### src/hdl/ords_pkg.sv
`timescale 1ns / 1ps
package ords_pkg;

	// item commands
	typedef enum logic [1:0] {
		CMD_READING = 2'd0,
		CMD_BINDING = 2'd1,
		CMD_TICK    = 2'd2,
		CMD_UNUSED  = 2'd3
	} cmd_t;

	// configuration register indexes
	typedef enum logic [1:0] {
		REG_ROTATION_LOCK  = 2'd0,
		REG_ROTATE_DELAY   = 2'd1,
		REG_UPRIGHT_DELAY  = 2'd2,
		REG_SENSOR_ENABLE  = 2'd3
	} reg_idx_t;

	localparam int          CFG_DATA_W       = 16;
	localparam int          DELAY_W          = 16;
	localparam logic [15:0] ROT_DELAY_RESET  = 16'd500;
	localparam logic [15:0] UP_DELAY_RESET   = 16'd1200;

	// orientation codes, NONE_SET also marks an empty override or sensor slot
	localparam logic [2:0]  ORIENT_NORMAL    = 3'd0;
	localparam logic [2:0]  NONE_SET         = 3'd4;

	typedef struct packed {
		logic               rotation_lock;
		logic [DELAY_W-1:0] rotate_delay;
		logic [DELAY_W-1:0] upright_delay;
		logic               sensor_enable;
	} cfg_t;

	typedef struct packed {
		logic [1:0] transform;
		logic       transform_changed;
		logic       binding_result;
	} result_t;

endpackage

### src/hdl/ords_in_if.sv
`timescale 1ns / 1ps
interface ords_in_if;
	logic       valid;
	logic       ready;
	logic [1:0] cmd;
	logic [2:0] orientation;
	logic       binding_allowed;

	modport source (output valid, cmd, orientation, binding_allowed, input ready);
	modport sink (input valid, cmd, orientation, binding_allowed, output ready);
endinterface

### src/hdl/ords_out_if.sv
`timescale 1ns / 1ps
interface ords_out_if;
	logic       valid;
	logic       ready;
	logic [1:0] transform;
	logic       transform_changed;
	logic       binding_result;

	modport source (output valid, transform, transform_changed, binding_result, input ready);
	modport sink (input valid, transform, transform_changed, binding_result, output ready);
endinterface

### src/hdl/ords_cfg.sv
`timescale 1ns / 1ps
module ords_cfg (
	input  logic                      clk,
	input  logic                      arst_n,
	input  logic                      cfg_we,
	input  logic [1:0]                cfg_index,
	input  logic [ords_pkg::CFG_DATA_W-1:0] cfg_wdata,
	output ords_pkg::cfg_t            cfg
);
	import ords_pkg::*;

	cfg_t cfg_q;
	reg_idx_t idx;

	assign idx = reg_idx_t'(cfg_index);

	// register writes
	always_ff @(posedge clk or negedge arst_n) begin
		if (!arst_n) begin
			cfg_q.rotation_lock <= 1'b0;
			cfg_q.rotate_delay  <= ROT_DELAY_RESET;
			cfg_q.upright_delay <= UP_DELAY_RESET;
			cfg_q.sensor_enable <= 1'b1;
		end else if (cfg_we) begin
			unique case (idx)
				REG_ROTATION_LOCK: cfg_q.rotation_lock <= cfg_wdata[0];
				REG_ROTATE_DELAY:  cfg_q.rotate_delay  <= cfg_wdata[DELAY_W-1:0];
				REG_UPRIGHT_DELAY: cfg_q.upright_delay <= cfg_wdata[DELAY_W-1:0];
				REG_SENSOR_ENABLE: cfg_q.sensor_enable <= cfg_wdata[0];
			endcase
		end
	end

	assign cfg = cfg_q;
endmodule

### src/hdl/ords_core.sv
`timescale 1ns / 1ps
module ords_core #(
	parameter int TIMER_WIDTH = 16
) (
	input  logic              clk,
	input  logic              arst_n,
	input  ords_pkg::cfg_t    cfg,
	input  logic              step_en,
	input  logic [1:0]        cmd,
	input  logic [2:0]        orientation,
	input  logic              binding_allowed,
	output ords_pkg::result_t result
);
	import ords_pkg::*;

	logic [2:0]             override_q, override_n;
	logic [2:0]             confirmed_q, confirmed_n;
	logic [1:0]             pending_q, pending_n;
	logic                   active_q, active_n;
	logic [TIMER_WIDTH-1:0] remain_q, remain_n, remain_dec;
	logic [1:0]             applied_q, applied_n;
	logic                   eval, changed;
	logic                   want_valid;
	logic [1:0]             want;
	logic                   new_up, pend_up, orient_ok;
	cmd_t                   cmd_e;

	// delay load value: zero acts as one, saturate to the timer range
	function automatic logic [TIMER_WIDTH-1:0] arm_value(input logic [DELAY_W-1:0] delay);
		logic [DELAY_W-1:0] d;
		d = (delay == '0) ? DELAY_W'(1) : delay;
		if ((d >> TIMER_WIDTH) != '0)
			arm_value = '1;
		else
			arm_value = TIMER_WIDTH'(d);
	endfunction

	assign cmd_e      = cmd_t'(cmd);
	assign orient_ok  = !orientation[2];
	assign new_up     = (orientation == ORIENT_NORMAL);
	assign pend_up    = (pending_q == ORIENT_NORMAL[1:0]);
	assign remain_dec = remain_q - TIMER_WIDTH'(1);

	// next state for reading, binding and tick
	always_comb begin
		override_n  = override_q;
		confirmed_n = confirmed_q;
		pending_n   = pending_q;
		active_n    = active_q;
		remain_n    = remain_q;
		eval        = 1'b0;
		unique case (cmd_e)
			CMD_READING: begin
				if (cfg.sensor_enable && orient_ok) begin
					if (!active_q) begin
						if (orientation != confirmed_q) begin
							pending_n = orientation[1:0];
							active_n  = 1'b1;
							remain_n  = arm_value(new_up ? cfg.upright_delay : cfg.rotate_delay);
						end
					end else if (!pend_up) begin
						if (!new_up)
							pending_n = orientation[1:0];
					end else if (!new_up) begin
						pending_n = orientation[1:0];
						remain_n  = arm_value(cfg.rotate_delay);
					end
				end
			end
			CMD_BINDING: begin
				if (binding_allowed && orient_ok) begin
					override_n = (orientation == override_q) ? NONE_SET : orientation;
					eval       = 1'b1;
				end
			end
			CMD_TICK: begin
				if (active_q) begin
					remain_n = remain_dec;
					if (remain_dec == '0) begin
						active_n    = 1'b0;
						confirmed_n = {1'b0, pending_q};
						eval        = 1'b1;
					end
				end
			end
			default: ;
		endcase
	end

	// transform choice: override first, then the unlocked sensor
	always_comb begin
		want_valid = 1'b0;
		want       = override_n[1:0];
		if (!override_n[2]) begin
			want_valid = 1'b1;
		end else if (!confirmed_n[2] && !cfg.rotation_lock) begin
			want_valid = 1'b1;
			want       = confirmed_n[1:0];
		end
		changed   = eval && want_valid && (want != applied_q);
		applied_n = changed ? want : applied_q;
	end

	// state registers
	always_ff @(posedge clk or negedge arst_n) begin
		if (!arst_n) begin
			override_q  <= NONE_SET;
			confirmed_q <= NONE_SET;
			pending_q   <= '0;
			active_q    <= 1'b0;
			remain_q    <= '0;
			applied_q   <= '0;
		end else if (step_en) begin
			override_q  <= override_n;
			confirmed_q <= confirmed_n;
			pending_q   <= pending_n;
			active_q    <= active_n;
			remain_q    <= remain_n;
			applied_q   <= applied_n;
		end
	end

	assign result.transform         = applied_n;
	assign result.transform_changed = changed;
	assign result.binding_result    = changed && (cmd_e == CMD_BINDING);
endmodule

### src/hdl/orientation_debounce_rotation_select.sv
`timescale 1ns / 1ps
// Display rotation selector.
// in_ch carries sensor readings, user rotation bindings and 1 ms ticks
// (cmd field); out_ch returns one result per input item, in order: the
// applied transform, whether this item changed it, and for a binding
// whether the binding caused the change.
// Configuration is a plain write port (cfg_we, cfg_index, cfg_wdata) for
// rotation lock, the two debounce delays and sensor enable; write it only
// while no item is in flight.
// From input transfer to the earliest result transfer an item passes
// one input register, then the state update and result register, which
// drives out_ch.valid. Throughput is one item per cycle while the
// receiver does not stall; the state update of each item is combinational
// compare and decrement logic on the TIMER_WIDTH debounce counter.
// When the receiver stalls, the result register holds and the input stage
// fills; in_ch.ready drops once both stages are occupied.
// Reset clears both stages, sets no override and no confirmed sensor
// reading, stops the timer, applies the normal transform and loads the
// register reset values.
module orientation_debounce_rotation_select #(
	parameter int TIMER_WIDTH = 16
) (
	input  logic                            clk,
	input  logic                            arst_n,
	ords_in_if.sink                         in_ch,
	ords_out_if.source                      out_ch,
	input  logic                            cfg_we,
	input  logic [1:0]                      cfg_index,
	input  logic [ords_pkg::CFG_DATA_W-1:0] cfg_wdata
);
	import ords_pkg::*;

	cfg_t       cfg;
	result_t    result;
	logic       valid_s1;
	logic [1:0] cmd_s1;
	logic [2:0] orient_s1;
	logic       allowed_s1;
	logic       valid_s2;
	result_t    result_s2;
	logic       adv_s2, adv_s1;

	ords_cfg u_cfg (
		.clk       (clk),
		.arst_n    (arst_n),
		.cfg_we    (cfg_we),
		.cfg_index (cfg_index),
		.cfg_wdata (cfg_wdata),
		.cfg       (cfg)
	);

	// stage advance
	assign adv_s2      = !valid_s2 || out_ch.ready;
	assign adv_s1      = valid_s1 && adv_s2;
	assign in_ch.ready = !valid_s1 || adv_s2;

	// input register
	always_ff @(posedge clk or negedge arst_n) begin
		if (!arst_n)
			valid_s1 <= 1'b0;
		else if (in_ch.ready)
			valid_s1 <= in_ch.valid;
	end

	always_ff @(posedge clk) begin
		if (in_ch.valid && in_ch.ready) begin
			cmd_s1     <= in_ch.cmd;
			orient_s1  <= in_ch.orientation;
			allowed_s1 <= in_ch.binding_allowed;
		end
	end

	ords_core #(
		.TIMER_WIDTH (TIMER_WIDTH)
	) u_core (
		.clk             (clk),
		.arst_n          (arst_n),
		.cfg             (cfg),
		.step_en         (adv_s1),
		.cmd             (cmd_s1),
		.orientation     (orient_s1),
		.binding_allowed (allowed_s1),
		.result          (result)
	);

	// result register
	always_ff @(posedge clk or negedge arst_n) begin
		if (!arst_n)
			valid_s2 <= 1'b0;
		else if (adv_s2)
			valid_s2 <= valid_s1;
	end

	always_ff @(posedge clk) begin
		if (adv_s1)
			result_s2 <= result;
	end

	assign out_ch.valid             = valid_s2;
	assign out_ch.transform         = result_s2.transform;
	assign out_ch.transform_changed = result_s2.transform_changed;
	assign out_ch.binding_result    = result_s2.binding_result;
endmodule

### src/flat_wrapper.sv
// flat-port wrapper written by rule: the top's interface ports become plain ports
module orientation_debounce_rotation_select_flat import ords_pkg::*;
#(
	parameter int TIMER_WIDTH = 16
)
  (clk, arst_n, cfg_we, cfg_index, cfg_wdata, in_ch_valid, in_ch_cmd, in_ch_orientation, in_ch_binding_allowed, in_ch_ready, out_ch_valid, out_ch_transform, out_ch_transform_changed, out_ch_binding_result, out_ch_ready);
  ords_in_if in_ch_i ();
  ords_out_if out_ch_i ();
  input  logic clk;
  input  logic arst_n;
  input  logic cfg_we;
  input  logic [1:0] cfg_index;
  input  logic [ords_pkg::CFG_DATA_W-1:0] cfg_wdata;
  input wire logic [$bits(in_ch_i.valid)-1:0] in_ch_valid;
  input wire logic [$bits(in_ch_i.cmd)-1:0] in_ch_cmd;
  input wire logic [$bits(in_ch_i.orientation)-1:0] in_ch_orientation;
  input wire logic [$bits(in_ch_i.binding_allowed)-1:0] in_ch_binding_allowed;
  output wire logic [$bits(in_ch_i.ready)-1:0] in_ch_ready;
  output wire logic [$bits(out_ch_i.valid)-1:0] out_ch_valid;
  output wire logic [$bits(out_ch_i.transform)-1:0] out_ch_transform;
  output wire logic [$bits(out_ch_i.transform_changed)-1:0] out_ch_transform_changed;
  output wire logic [$bits(out_ch_i.binding_result)-1:0] out_ch_binding_result;
  input wire logic [$bits(out_ch_i.ready)-1:0] out_ch_ready;
  assign in_ch_i.valid = in_ch_valid;
  assign in_ch_i.cmd = in_ch_cmd;
  assign in_ch_i.orientation = in_ch_orientation;
  assign in_ch_i.binding_allowed = in_ch_binding_allowed;
  assign in_ch_ready = in_ch_i.ready;
  assign out_ch_valid = out_ch_i.valid;
  assign out_ch_transform = out_ch_i.transform;
  assign out_ch_transform_changed = out_ch_i.transform_changed;
  assign out_ch_binding_result = out_ch_i.binding_result;
  assign out_ch_i.ready = out_ch_ready;
  orientation_debounce_rotation_select #(.TIMER_WIDTH(TIMER_WIDTH)) u_core (.clk(clk), .arst_n(arst_n), .in_ch(in_ch_i), .out_ch(out_ch_i), .cfg_we(cfg_we), .cfg_index(cfg_index), .cfg_wdata(cfg_wdata));
endmodule
### config.mk
export PLATFORM = sky130hd
export DESIGN_NAME = orientation_debounce_rotation_select_flat
export DESIGN_NICKNAME = d
export VERILOG_FILES = /design/src/hdl/ords_pkg.sv /design/src/hdl/ords_in_if.sv /design/src/hdl/ords_out_if.sv /design/src/hdl/ords_cfg.sv /design/src/hdl/ords_core.sv /design/src/hdl/orientation_debounce_rotation_select.sv /design/src/flat_wrapper.sv
export SDC_FILE = /design/constraint.sdc
export NUM_CORES = 1
export LEC_CHECK = 0
export BUFFER_PORTS_ARGS = -buffer_cell sky130_fd_sc_hd__clkbuf_2
export CORE_MARGIN = 3
export CORE_UTILIZATION = 40
export DETAILED_ROUTE_END_ITERATION = 7
export PLACE_DENSITY_LB_ADDON = 0.05
export SYNTH_ARGS = -nofsm -noshare
export SYNTH_HDL_FRONTEND = slang
export SYNTH_HIERARCHICAL = 1
export SYNTH_SLANG_ARGS = --single-unit
### constraint.sdc
create_clock -name clk -period 3.8 [get_ports clk]
set_input_delay 0.76 -clock clk [delete_from_list [all_inputs] [get_ports clk]]
set_output_delay 0.76 -clock clk [all_outputs]
set_load 0.005 [all_outputs]
==> results of run 1 <==
-- cells in the final DEF (no fill, tap or decap), types with 3 or more instances in the layout --
cell type / count
nor3_1: 3
a22o_1: 3
nand2b_1: 6
o21a_1: 3
a221oi_1: 10
o22a_1: 11
nor4_1: 11
nand2_1: 19
dfstp_2: 13
xor2_1: 6
o21ai_0: 21
edfxtp_1: 10
clkbuf_1: 3
and2_1: 3
xnor2_1: 3
inv_1: 15
nor2b_1: 4
clkbuf_8: 9
a41oi_1: 3
mux2_4: 20
clkbuf_2: 34
nor2_1: 20
dfrtp_1: 50
mux2_2: 19
nand3_1: 9
ha_1: 5
nand3b_4: 3
a31oi_1: 7
nand4_1: 4
buf_4: 6
a21oi_1: 21
-- final cells by class --
class | count | area [sq um] | share of cell area
multi-input combinational | 262 | 2080 | 0.451
tap | 133 | 166 | 0.0361
timing repair buffer | 40 | 215 | 0.0466
clock buffer | 12 | 135 | 0.0293
sequential | 73 | 1890 | 0.410
clock inverter | 4 | 67.6 | 0.0146
inverter | 15 | 56.3 | 0.0122
-- stage by stage --
| step | cell area (sq um) | util | cells | hold slack (ns) |
|---|---|---|---|---|
| 3_5_place_dp | 4410 | 0.443 | 523 | 0.522 |
| 4_1_cts | 4620 | 0.464 | 539 | 0.538 |
| 3_3_place_gp | 4410 | 0.443 | 523 | 0.516 |
| 2_1_floorplan | 4170 | - | 371 | 0.464 |
| 6_report | 4620 | 0.464 | 539 | 0.541 |
| 5_1_grt | 4620 | 0.464 | 539 | 0.546 |
-- critical path, cell delays in order (launching register included) --
cell and delay, ns:
dfrtp_1 0.49, inv_1 0.12, ha_1 0.32, nor4b_2 0.25, buf_4 0.19, nand3_1 0.11, xnor2_1 0.16, nor4b_2 0.45
and4_4 0.37, o211ai_4 0.12, or2_1 0.24, mux2_1 0.31
-- path summary, 6_finish.rpt --
kind / endpoint / slack [ns] / depth (start not counted)
worst min register to register: u_core/u_core/applied_q[1] / 0.54 / 1
worst min-delay path: u_core/u_core/applied_q[1] / 0.54 / 1
min in group asynchronous: u_core/u_core/remain_q[2] / 0.58 / 2
max in group asynchronous: u_core/u_core/applied_q[1] / 2.66 / 2
worst max-delay path: u_core/u_core/applied_q[1] / 0.57 / 11
worst max register to register: u_core/u_core/applied_q[1] / 0.57 / 11
-- Yosys cell counts (3+ instances only) --
cell,number
dfrtp_1,50
a21oi_1,21
o21ai_0,21
mux2_4,20
nor2_1,20
mux2_2,19
nand2_1,19
inv_1,15
dfstp_2,13
clkbuf_1,12
nor4_1,11
o22a_1,11
a221oi_1,10
edfxtp_1,10
nand3_1,9
a31oi_1,7
nand2b_1,6
xor2_1,6
ha_1,5
buf_6,4
nand4_1,4
nor2b_1,4
a22o_1,3
a41oi_1,3
and2_1,3
nand3b_4,3
nor3_1,3
o21a_1,3
xnor2_1,3
-- flip-flops by register name, summed over array words and instances, names as in the netlist, 2 cells and up --
register                   count
u_core/u_core/applied_q        2
u_core/u_core/override_q       3
u_core/u_core/confirmed_q      3
u_core/u_core/pending_q        2
u_core/out_ch.transform        2
u_core/cmd_s1                  2
u_core/u_cfg/cfg              34
u_core/u_core/remain_q        16
u_core/orient_s1               3
-- routing by layer --
metal | vias to the layer above | global-route usage | share of wire
met5 | - | 0 | 0
met4 | 0 | 0.0631 | 0.012
met3 | 9 | 0.0418 | 0.041
met2 | 71 | 0.234 | 0.43
met1 | 1469 | 0.255 | 0.52
li1 | 1462 | - | -
-- logic make-up (layout without fill, tap and decap cells) --
family,after synthesis,in the layout,share of synthesized area
XOR/XNOR,9,9,0.0189
adder cells (fa/ha/maj),5,5,0.0150
AND/OR/NAND/NOR,109,109,0.168
flip-flops,73,73,0.454
AO/OA/AOI/OAI,97,97,0.167
buffers and inverters,36,71,0.0471
multiplexers,42,42,0.131
-- power by group through the flow --
stage	combinational [W]	clock, W	sequential, W
final	0.000709	0.000660	0.00127
after global routing	0.000791	0.000722	0.00131
after CTS	0.000712	0.000684	0.00126
after detailed placement	0.000709	0	0.00128
after global placement	0.000703	0	0.00127
after floorplan	0.000647	0	0.00116
==> flow_metrics.env, run 1 <==
export IMPL_ios=35
export IMPL_startpoint="u_core/u_core/remain_q[0]"
export IMPL_post_route_cells_drive_above_1_share=0.305
export IMPL_skew_ns=0.0107
export IMPL_rsz0062_at_grt="false"
export IMPL_postCtsHoldBufs=0
export IMPL_required_ns=4.03
export IMPL_syn_num_nets=405
export IMPL_avgSynthCellArea_sq_um=11.2
export IMPL_yosysTopAreaCell="dfrtp_1"
export IMPL_ys_seq_area_frac=0.454
export IMPL_synth_async_reset_ratio=0.863
export IMPL_cts_buffers=9
export IMPL_route_final_wire_length_um=9240
export IMPL_min_period_over_period=0.849
export IMPL_gp_congestion=0.803
export IMPL_synthCells=371
export IMPL_antenna_found_initial=0
export IMPL_slew_viol_final=0
export IMPL_clock_sinks=73
export IMPL_cts_root_buf="clkbuf_8"
export IMPL_drt_iter0_markers=148
export IMPL_fill_cells=971
export IMPL_yosys_warnings=6
export IMPL_cts_tree="built"
export IMPL_max_slew_worst_pin_slew_ns=0.842
export IMPL_grtUsageTotal=0.170
export IMPL_ys_ff_latch=73
export IMPL_insertion_delay_ns=0.36
export IMPL_synthTopCellsByArea="dfrtp_1 (30%), dfstp_2 (8.2%), edfxtp_1 (7.2%), mux2_4 (7.2%), mux2_2 (5.1%)"
export IMPL_relSlewSlack=0.439
export IMPL_ir_worst_vdd_mv=0.224
export IMPL_overflow=0
export IMPL_ctsLongestPathBuffers=2
export IMPL_hold_class="flip-flop to flip-flop"
export IMPL_die_area_sq_um=11700
export IMPL_crit_path_end_kind="flip-flop"
export IMPL_pwr_share_clk=0.250
export IMPL_swShare=0.341
export IMPL_ctsResizeCount=0
export IMPL_drc=0
export IMPL_outcome="completed"
export IMPL_period_minus_slack_ns=3.23
export IMPL_yosysTopAreaCellShare=0.300
export IMPL_setup_viol=0
export IMPL_worst_ep_arrival_time_ns=3.46
export IMPL_yosys_most_used_dff="dfrtp_1"
export IMPL_synth_edf_count=10
export IMPL_grt_pass1_vias=2855
export IMPL_dp_slack_ns=0.598
export IMPL_fin_nets=435
export IMPL_h_tree_depth=3
export IMPL_path_clk_slew_ns=0.08
export IMPL_p_leak_nw=1.95
export IMPL_via_count=3011
export IMPL_startpoint_type="flip-flop"
export IMPL_finalHoldViolations=0
export IMPL_cts_setup_buffers=0
export IMPL_pwr_share_seq=0.481
export IMPL_detail_route_vias_per_cell=5.59
export IMPL_path_max_fanout=11
export IMPL_grt_pass1_wl_um=15100
export IMPL_routedWlPerCell_um=17.1
export IMPL_syn_to_final_growth_pct=10.6
export IMPL_r2r_start="u_core/u_core/remain_q[0]"
export IMPL_power_switching_w=0.000900
export IMPL_antenna_left=0
export IMPL_powerDensity_nw_per_um2=571
export IMPL_firstDrtPassIters=5
export IMPL_total_power_w=0.00264
export IMPL_syn_area_sq_um=4170
export IMPL_fp_row_count=36
export IMPL_io_buffers=34
export IMPL_p_comb_frac=0.269
export IMPL_hold_start="u_core/u_core/applied_q[1]"
export IMPL_crit_type="flip-flop to flip-flop"
export IMPL_max_freq_mhz=310
export IMPL_n_antenna_cell=0
export IMPL_setup_tns_ns=0
export IMPL_layout_setup_ws_ns=0.573
export IMPL_die_height_um=108
export IMPL_core_sq_um=9950
export IMPL_ys_types=69
export IMPL_grt_max_degree=64
export IMPL_hpwlAfterDp_um=6450
export IMPL_cap_violations=0
export IMPL_start_util=0.419
export IMPL_fp_dieW_um=108
export IMPL_p_int_w=0.00174
No activity file was read; power rests on OpenSTA's default activity.
==> run 2, diff against run 1 <==
==> constraint.sdc (replaced) <==
create_clock -name clk -period 3.2 [get_ports clk]
set_input_delay 0.64 -clock clk [delete_from_list [all_inputs] [get_ports clk]]
set_output_delay 0.64 -clock clk [all_outputs]
set_load 0.005 [all_outputs]
==> run 2 against run 1 <==
  * Non-clock buffer count increased by 10
  * Final cell count increased by 1.9%
  * Via count increased by 1.3%
  * Critical path type unchanged
  * Highest routed layer unchanged
==> flow_metrics.env, run 2 (synthesized netlist as in run 1, its figures left out) <==
export IMPL_hold_class="primary input to asynchronous set/reset pin"
export IMPL_period_minus_slack_ns=3.03
export IMPL_antenna_left=0
export IMPL_crit_path_end_kind="flip-flop"
export IMPL_fin_nets=445
export IMPL_cts_root_buf="clkbuf_8"
export IMPL_p_leak_nw=2.02
export IMPL_route_final_wire_length_um=9490
export IMPL_detail_route_vias_per_cell=5.55
export IMPL_path_clk_slew_ns=0.09
export IMPL_overflow=0
export IMPL_drc=0
export IMPL_slew_viol_final=0
export IMPL_routedWlPerCell_um=17.3
export IMPL_setup_tns_ns=0
export IMPL_crit_type="flip-flop to flip-flop"
export IMPL_max_freq_mhz=330
export IMPL_clock_sinks=73
export IMPL_ctsResizeCount=0
export IMPL_min_period_over_period=0.947
export IMPL_grt_max_degree=37
export IMPL_required_ns=3.44
export IMPL_relSlewSlack=0.535
export IMPL_worst_ep_arrival_time_ns=3.27
export IMPL_path_max_fanout=10
export IMPL_final_common_cell="dfrtp_1"
export IMPL_r2r_start="u_core/u_core/remain_q[1]"
export IMPL_startpoint_type="flip-flop"
export IMPL_final_area_sq_um=4720
export IMPL_r2r_cells=8
export IMPL_gp_congestion=0.789
export IMPL_startpoint="u_core/u_core/remain_q[1]"
export IMPL_die_area_sq_um=11700
export IMPL_cts_setup_buffers=0
export IMPL_h_tree_depth=3
export IMPL_io_buffers=34
export IMPL_n_antenna_cell=0
export IMPL_antenna_found_initial=0
export IMPL_postCtsHoldBufs=0
export IMPL_hpwlAfterDp_um=6870
export IMPL_fp_row_count=36
export IMPL_insertion_delay_ns=0.35
export IMPL_max_slew_worst_pin_slew_ns=0.698
export IMPL_rrSetupSlack_ns=0.17
export IMPL_core_sq_um=9950
export IMPL_grt_pass1_vias=2999
export IMPL_place_area_sq_um=4490
export IMPL_final_cell_mix="dfrtp_1 (50), clkbuf_2 (34), o21ai_0 (21), a21oi_1 (21)"
export IMPL_cts_tree="built"
export IMPL_cts_buffers=9
export IMPL_setup_viol=0
export IMPL_largest_reg_flops=34
export IMPL_rsz0062_at_grt="false"
export IMPL_fp_dieW_um=108
export IMPL_skew_ns=0.0113
export IMPL_ctsLongestPathBuffers=2
export IMPL_reg2reg_to="u_core/u_core/applied_q[1]"
export IMPL_via_count=3049
export IMPL_finalHoldViolations=0
export IMPL_syn_to_final_growth_pct=13.2
export IMPL_outcome="completed"
export IMPL_die_height_um=108
export IMPL_endpoint="u_core/u_core/applied_q[1]"
export IMPL_post_route_cells_drive_above_1_share=0.332
export IMPL_cap_violations=0
export IMPL_start_util=0.419
export IMPL_grtUsageTotal=0.173
export IMPL_firstDrtPassIters=4
export IMPL_drt_iter0_markers=234
export IMPL_powerDensity_nw_per_um2=690
export IMPL_grt_pass1_wl_um=15500
export IMPL_ir_worst_vdd_mv=0.248
export IMPL_ios=35
run 2: how the worst min path moves through the flow:
stage | slack, ns | depth (start not counted) | end | start
2_1_floorplan | 0.34 | 0 | u_core/out_ch.valid | arst_n
3_3_place_gp | 0.52 | 2 | u_core/u_core/override_q[2] | u_core/u_core/override_q[2]
3_5_place_dp | 0.52 | 1 | u_core/u_cfg/cfg[3] | u_core/u_cfg/cfg[3]
4_1_cts | 0.31 | 2 | u_core/u_core/remain_q[2] | arst_n
5_1_grt | 0.33 | 2 | u_core/u_core/remain_q[2] | arst_n
6_report | 0.31 | 2 | u_core/u_core/remain_q[2] | arst_n
run 2: layer usage:
layer / up-vias / track usage / share of wire
met3: 6 / 0.0287 / 0.044
met2: 79 / 0.244 / 0.43
li1: 1480 / - / -
met4: 0 / 0.0631 / 0.010
met5: - / 0 / 0
met1: 1484 / 0.264 / 0.51
run 2: per-stage QoR:
step | cells | total power [W] | util | setup slack (ns) | hold WS [ns]
floorplan | 371 | 0.00215 | - | 0.100 | 0.344
global placement | 533 | 0.00240 | 0.451 | 0.226 | 0.517
detailed placement | 533 | 0.00241 | 0.451 | 0.132 | 0.524
CTS | 549 | 0.00328 | 0.474 | 0.125 | 0.313
global route | 549 | 0.00348 | 0.474 | 0.000271 | 0.326
finish | 549 | 0.00326 | 0.474 | 0.170 | 0.306
run 2: worst max-delay path, cell delays in order, from the launching register on:
cell and delay (ns):
dfrtp_1 0.48, or4_4 0.61, nor4b_4 0.27, xor2_1 0.11
nor4b_2 0.41, and4_4 0.36, o211ai_4 0.12, or2_1 0.24
mux2_1 0.31
run 2: layout make-up:
cell class / instances / area, sq um
sequential: 73 / 1890
fill: 921 / 5230
clock inverter: 5 / 82.6
multi-input combinational: 262 / 2080
tap: 133 / 166
clock buffer: 11 / 153
inverter: 15 / 56.3
timing repair buffer: 50 / 290
run 2: report_power, final:
part           switching (W)  internal [W]  total, W
Combinational       0.000448      0.000469  0.000917
Clock               0.000367      0.000491  0.000858
Sequential          0.000294       0.00119   0.00148
Total                0.00111       0.00215   0.00326
